### src/rtl/crce_pkg.sv
// Shared constants, types and helpers of the Catmull-Rom curve editor.
`default_nettype none

package crce_pkg;

    // Store geometry
    localparam int POINTS  = 11;
    localparam int STEPS   = 10;
    localparam int ENTRIES = STEPS * POINTS;
    localparam int ADDR_W  = $clog2(ENTRIES);
    localparam int PT_W    = $clog2(POINTS);

    // Fixed field widths
    localparam int SEL_W   = 4;
    localparam int COORD_W = 16;
    localparam int OUT_W   = 24;

    // Arithmetic widths: weights at scale 2^25, products, four-term sum
    localparam int WGT_W  = 28;
    localparam int PROD_W = WGT_W + COORD_W;
    localparam int ACC_W  = PROD_W + 2;
    localparam int FRAC_SHIFT = 17;

    // Key codes
    localparam logic [7:0] KEY_STEP_NEXT  = 8'h73; // s
    localparam logic [7:0] KEY_STEP_PREV  = 8'h53; // S
    localparam logic [7:0] KEY_POINT_NEXT = 8'h70; // p
    localparam logic [7:0] KEY_POINT_PREV = 8'h50; // P
    localparam logic [7:0] KEY_X_DOWN     = 8'h68; // h
    localparam logic [7:0] KEY_Y_UP       = 8'h6A; // j
    localparam logic [7:0] KEY_Y_DOWN     = 8'h6B; // k
    localparam logic [7:0] KEY_X_UP       = 8'h6C; // l

    typedef enum logic [1:0] {
        ST_IDLE,
        ST_KEY_RD,
        ST_KEY_WB,
        ST_SMP
    } state_t;

    typedef struct packed {
        logic signed [COORD_W-1:0] x;
        logic signed [COORD_W-1:0] y;
    } coord_pair_t;

    typedef struct packed {
        logic [ADDR_W-1:0] addr;
        logic [PT_W-1:0]   pt;
    } store_rd_t;

    typedef struct packed {
        logic              en;
        logic [ADDR_W-1:0] addr;
        coord_pair_t       data;
    } store_wr_t;

    // Default x of a point that was never written: -50 + 10*pt tenths
    function automatic logic signed [COORD_W-1:0] rst_x(input logic [PT_W-1:0] pt);
        int v;
        v = -50 + 10 * int'(pt);
        return COORD_W'(v);
    endfunction

    // Store address of a point within a step
    function automatic logic [ADDR_W-1:0] crce_addr(input logic [SEL_W-1:0] step,
                                                    input logic [PT_W-1:0]  pt);
        int a;
        a = int'(step) * POINTS + int'(pt);
        return ADDR_W'(a);
    endfunction

endpackage

`default_nettype wire

### src/rtl/crce_store.sv
// Control point store: 1R1W RAM with per-entry valid bits for reset defaults.
`default_nettype none

module crce_store
(
    input  wire logic                 clk,
    input  wire logic                 rst_n,
    input  wire crce_pkg::store_rd_t  rd,
    input  wire crce_pkg::store_wr_t  wr,
    output crce_pkg::coord_pair_t     rd_data
);
    import crce_pkg::*;

    coord_pair_t       mem [ENTRIES];
    logic [ENTRIES-1:0] vld_reg;
    coord_pair_t       q_reg;
    logic              q_vld_reg;
    logic [PT_W-1:0]   q_pt_reg;

    // Write the entry and read one address per cycle
    always_ff @(posedge clk)
    begin
        if (wr.en)
        begin
            mem[wr.addr] <= wr.data;
        end
        q_reg    <= mem[rd.addr];
        q_pt_reg <= rd.pt;
    end

    // Mark written entries; reset returns every entry to its default
    always_ff @(posedge clk or negedge rst_n)
    begin
        if (!rst_n)
        begin
            vld_reg   <= '0;
            q_vld_reg <= 1'b0;
        end
        else
        begin
            if (wr.en)
            begin
                vld_reg[wr.addr] <= 1'b1;
            end
            q_vld_reg <= vld_reg[rd.addr];
        end
    end

    // Substitute the default point for an entry never written
    always_comb
    begin
        if (q_vld_reg)
        begin
            rd_data = q_reg;
        end
        else
        begin
            rd_data.x = rst_x(q_pt_reg);
            rd_data.y = '0;
        end
    end

endmodule

`default_nettype wire

### config.mk
export PLATFORM = sky130hd
export DESIGN_NAME = crce_store
export DESIGN_NICKNAME = d
export VERILOG_FILES = /design/src/rtl/crce_pkg.sv /design/src/rtl/crce_store.sv
export SDC_FILE = /design/constraint.sdc
export NUM_CORES = 2
export LEC_CHECK = 0
export ABC_AREA = 1
export BUFFER_PORTS_ARGS = -buffer_cell sky130_fd_sc_hd__buf_4
export CAP_MARGIN = 40
export CELL_PAD_IN_SITES_DETAIL_PLACEMENT = 1
export CELL_PAD_IN_SITES_GLOBAL_PLACEMENT = 2
export CORE_ASPECT_RATIO = 1.2
export CORE_MARGIN = 3
export CORE_UTILIZATION = 35
export DETAILED_ROUTE_END_ITERATION = 6
export PLACE_DENSITY_LB_ADDON = 0.12
export SYNTH_ARGS = -nofsm -noshare
export SYNTH_HDL_FRONTEND = slang
export SYNTH_SLANG_ARGS = --single-unit
### constraint.sdc
create_clock -name clk -period 2.5 [get_ports clk]
set_input_delay 0.125 -clock clk [delete_from_list [all_inputs] [get_ports clk]]
set_output_delay 0.125 -clock clk [all_outputs]
set_load 0.05 [all_outputs]
==> metrics.txt <==
Yosys reg bits 3,667; Logic pwr share 8.3%; via count 104,000; cell area after synthesis 151,000 µm²; H-tree depth 5; maximum clock rate 316 MHz; DIE WIDTH 605 µm; most frequent cell after synthesis nand2_1; initial antenna violation count 34; synthesized area per cell 11.4 µm²; post-route core utilization 42.2%; critical path's most frequent cell ha_4; sw frac 24.1%; clk_lat worst skew 0.99 ns; Seq/Total Area, Yosys 72.5%; fin crit share 126%; startpoint type of the worst setup path flop; Final setup viols 11; Min-Delay Endpoint mem[26][7]$_DFFE_PP_; Synthesized Nets 13,300; drt total wl 557 mm; CTS Root Cell clkbuf_16; P_sw 33.1 mW; Final nets 14,000; FFs w/ async S/R, synth 3.03%; Post-synth EDFFs 3,520; drt pass-1 iters 5; Worst setup EP type primary output; arrival time worst endpoint 3.04 ns; Buf/Inv on CP 2; clk buf depth 4; Crit path required time 2.38 ns; GRT overflow 0; gpl congestion 0.815; R2R depth 11; Largest delay share family, worst path adder cells; register share of total power 49.5%; Peak VDD IR 0.598 mV; main flop type after synthesis edfxtp_1; fin crit period 3.16 ns; num rows 263; Hold WC Path Type input port to flop; outcome finished with violations; WL per Instance 27.8 µm; worst r2r src mem[47][22]$_DFFE_PP_; fin cells 20,000; die area 438,000 µm²; gr usage total 25.1%; Crit Reg-Reg Endpoint q_reg[22]$_DFF_P_; part of the power in the clock network 42.2%; pin count of the biggest net entering global routing 111; fin worst setup slack -0.662 ns; Pleak 68.5 nW; most instantiated cells after synthesis nand2_1, edfxtp_1, nand3_1; Num CTS Buffers 395; core box area 428,000 µm²; crit-path max FO 7; Area Overhead vs Synth 20.1%; slowest stage delay, CP 0.48 ns; critical path class flop to primary output; max FFs per register 3,520; Final ANT Viol Nets 0; vias in the first global route 108,000; Hold Crit Depth 2; Syn Inst Count 13,200; hold_sp wr[7]; Int Power 104 mW; I/O pin count 85; fillers 45,200; DR DRC count 0; Synth top area share 70.2%; violated checks setup timing; Worst path slowest cell fa_1; CTS Sinks 3,667; unrepaired setup endpoints after global routing yes; Vias/cell 5.21; clk slew on worst S/H paths 0.06 ns; post-synth top area cell edfxtp_1; FF-to-FF setup slack 0.12 ns; max-cap viol count 0; Die Y 724 µm; number of DRC markers in iteration 0 8,513; CTS tree yes; Initial Utilization 35.2%; Hold Fails Final Rpt 0; Netlist cell types 35; fin. max-slew vios 0; layout cells sized above 1 13.3%; Clock Skew 0.0493 ns; hpwl dp 342 mm; first-pass GRT wire length 795 mm; synth warn 0; port bufs 84; crit-path cells ha_4, ha_4, fa_1, nand2_1, inv_2, a21oi_2, and2_4, nand2_8, nand2_4, buf_8; Placed Cells 19,200; Worst Max-Slew Pin Slew 1.00 ns; Area contributors post-synth edfxtp_1, nand2_1, nand3_1; Slew HR 33.0%; Pwr Density 759 nW/µm²
[worst max-delay path by stage]
stage | cells past startpoint | slack [ns] | start | end
finish | 10 | -0.66 | q_pt_reg[1]$_DFF_P_ | rd_data[25]
global route | 10 | -0.79 | q_pt_reg[1]$_DFF_P_ | rd_data[27]
detailed placement | 16 | -0.74 | rd[4] | q_reg[17]$_DFF_P_
floorplan | 3 | -0.48 | wr[39] | mem[68][0]$_DFFE_PP_
CTS | 10 | -0.74 | q_pt_reg[1]$_DFF_P_ | rd_data[28]
global placement | 16 | -0.71 | rd[4] | q_reg[17]$_DFF_P_
[power groups by stage]
stage	Clock, mW	Sequential [mW]	Combinational (mW)
final	57.9	68.0	11.3
after global routing	61.7	68.0	12.2
after CTS	59.3	68.0	11.5
after detailed placement	0	69.3	11.1
after global placement	0	69.3	11.0
after floorplan	0	69.2	4.87
[routing by layer]
layer / GRT usage (%) / vias up / routed length [µm]
met5: 0 / - / 86
met4: 6.92 / 14 / 16500
met3: 2.47 / 650 / 21900
met2: 43.4 / 2209 / 274000
met1: 33.6 / 54500 / 245000
li1: - / 47000 / -
[metrics by stage]
| stage | TNS [ns] | cell area (µm²) | hold WS (ns) | power, mW | setup slack (ns) |
|---|---|---|---|---|---|
| after floorplan | -59.90 | 151000 | -0.171 | 74.0 | -0.478 |
| after global placement | -11.60 | 167000 | 0.168 | 80.3 | -0.712 |
| after detailed placement | -11.31 | 167000 | 0.172 | 80.5 | -0.736 |
| after CTS | -7.74 | 181000 | 0.0318 | 139 | -0.737 |
| after global routing | -8.35 | 181000 | 0.0998 | 142 | -0.793 |
| final | -6.76 | 181000 | 0.144 | 137 | -0.662 |
[worst register-to-register path, stage by stage, from the launching register on]
cell      delay [ns]
edfxtp_1        0.37
inv_1           0.06
nand2_1         0.04
nand3_1         0.09
nand3_1         0.09
nand3_1         0.20
nand2_1         0.09
buf_4           0.17
nand2_1         0.07
nand3_1         0.30
nor2_1          0.68
nor2_1          0.10
[placed cells by master, fill, tap and decap left out, types with 5 or more instances in the layout]
| master | netlist | layout |
|---|---|---|
| dlygate4sd3_1 | 0 | 62 |
| or2_2 | 77 | 76 |
| edfxtp_1 | 3520 | 3520 |
| inv_2 | 1 | 5 |
| clkinvlp_4 | 0 | 5 |
| a21oi_1 | 66 | 65 |
| nor2_1 | 459 | 351 |
| clkbuf_16 | 0 | 402 |
| o22ai_1 | 34 | 34 |
| clkbuf_8 | 0 | 23 |
| buf_6 | 37 | 14 |
| dfxtp_1 | 36 | 32 |
| buf_8 | 1 | 10 |
| bufinv_16 | 0 | 27 |
| nand3_1 | 2662 | 2662 |
| nand2_1 | 4383 | 4357 |
| clkinv_1 | 0 | 81 |
| nor3_1 | 8 | 8 |
| inv_6 | 0 | 6 |
| o21ai_0 | 265 | 263 |
| o21ai_1 | 9 | 10 |
| clkinv_2 | 1 | 66 |
| o211ai_1 | 31 | 31 |
| inv_1 | 721 | 713 |
| clkbuf_1 | 150 | 107 |
| inv_16 | 0 | 5 |
| nand2_2 | 0 | 14 |
| nand2_4 | 0 | 11 |
| buf_12 | 0 | 369 |
| nor2_4 | 0 | 108 |
| diode_2 | 0 | 8 |
| buf_4 | 126 | 726 |
| dfrtp_1 | 111 | 110 |
[repair_timing]
| item | in CTS | in global routing |
|---|---|---|
| setup buffers | 9 | 1 |
| hold buffers | 63 | 0 |
| pin swaps | 5 | 3 |
| hold endpoints to repair | 4024 | 0 |
| gates cloned | 0 | 0 |
| resized for setup | 81 | 1 |
| endpoints found under the setup margin | 31 | 13 |
[logic make-up (layout without fill, tap and decap cells)]
family,count (synthesis),after routing,synth area share (%)
AO/OA/AOI/OAI,410,410,1.45
XOR/XNOR,1,1,0.00582
adder cells (fa/ha/maj),6,6,0.0549
buffers and inverters,1532,2634,4.67
flip-flops,3667,3667,72.5
other,0,8,0
AND/OR/NAND/NOR,7594,7594,21.3
[layout make-up]
cell class	count	area [µm²]	share of cell area, %
inverters	724	2770	1.53
repair buffers	1183	13800	7.64
diodes	8	20.0	0.0111
clock inverters	195	1750	0.968
multi-input cells	8011	35400	19.6
flip-flops and latches	3667	109000	60.4
well taps	5697	7130	3.94
clock buffers	532	10800	5.96
Note: power is estimated with default switching activity, not from simulation.
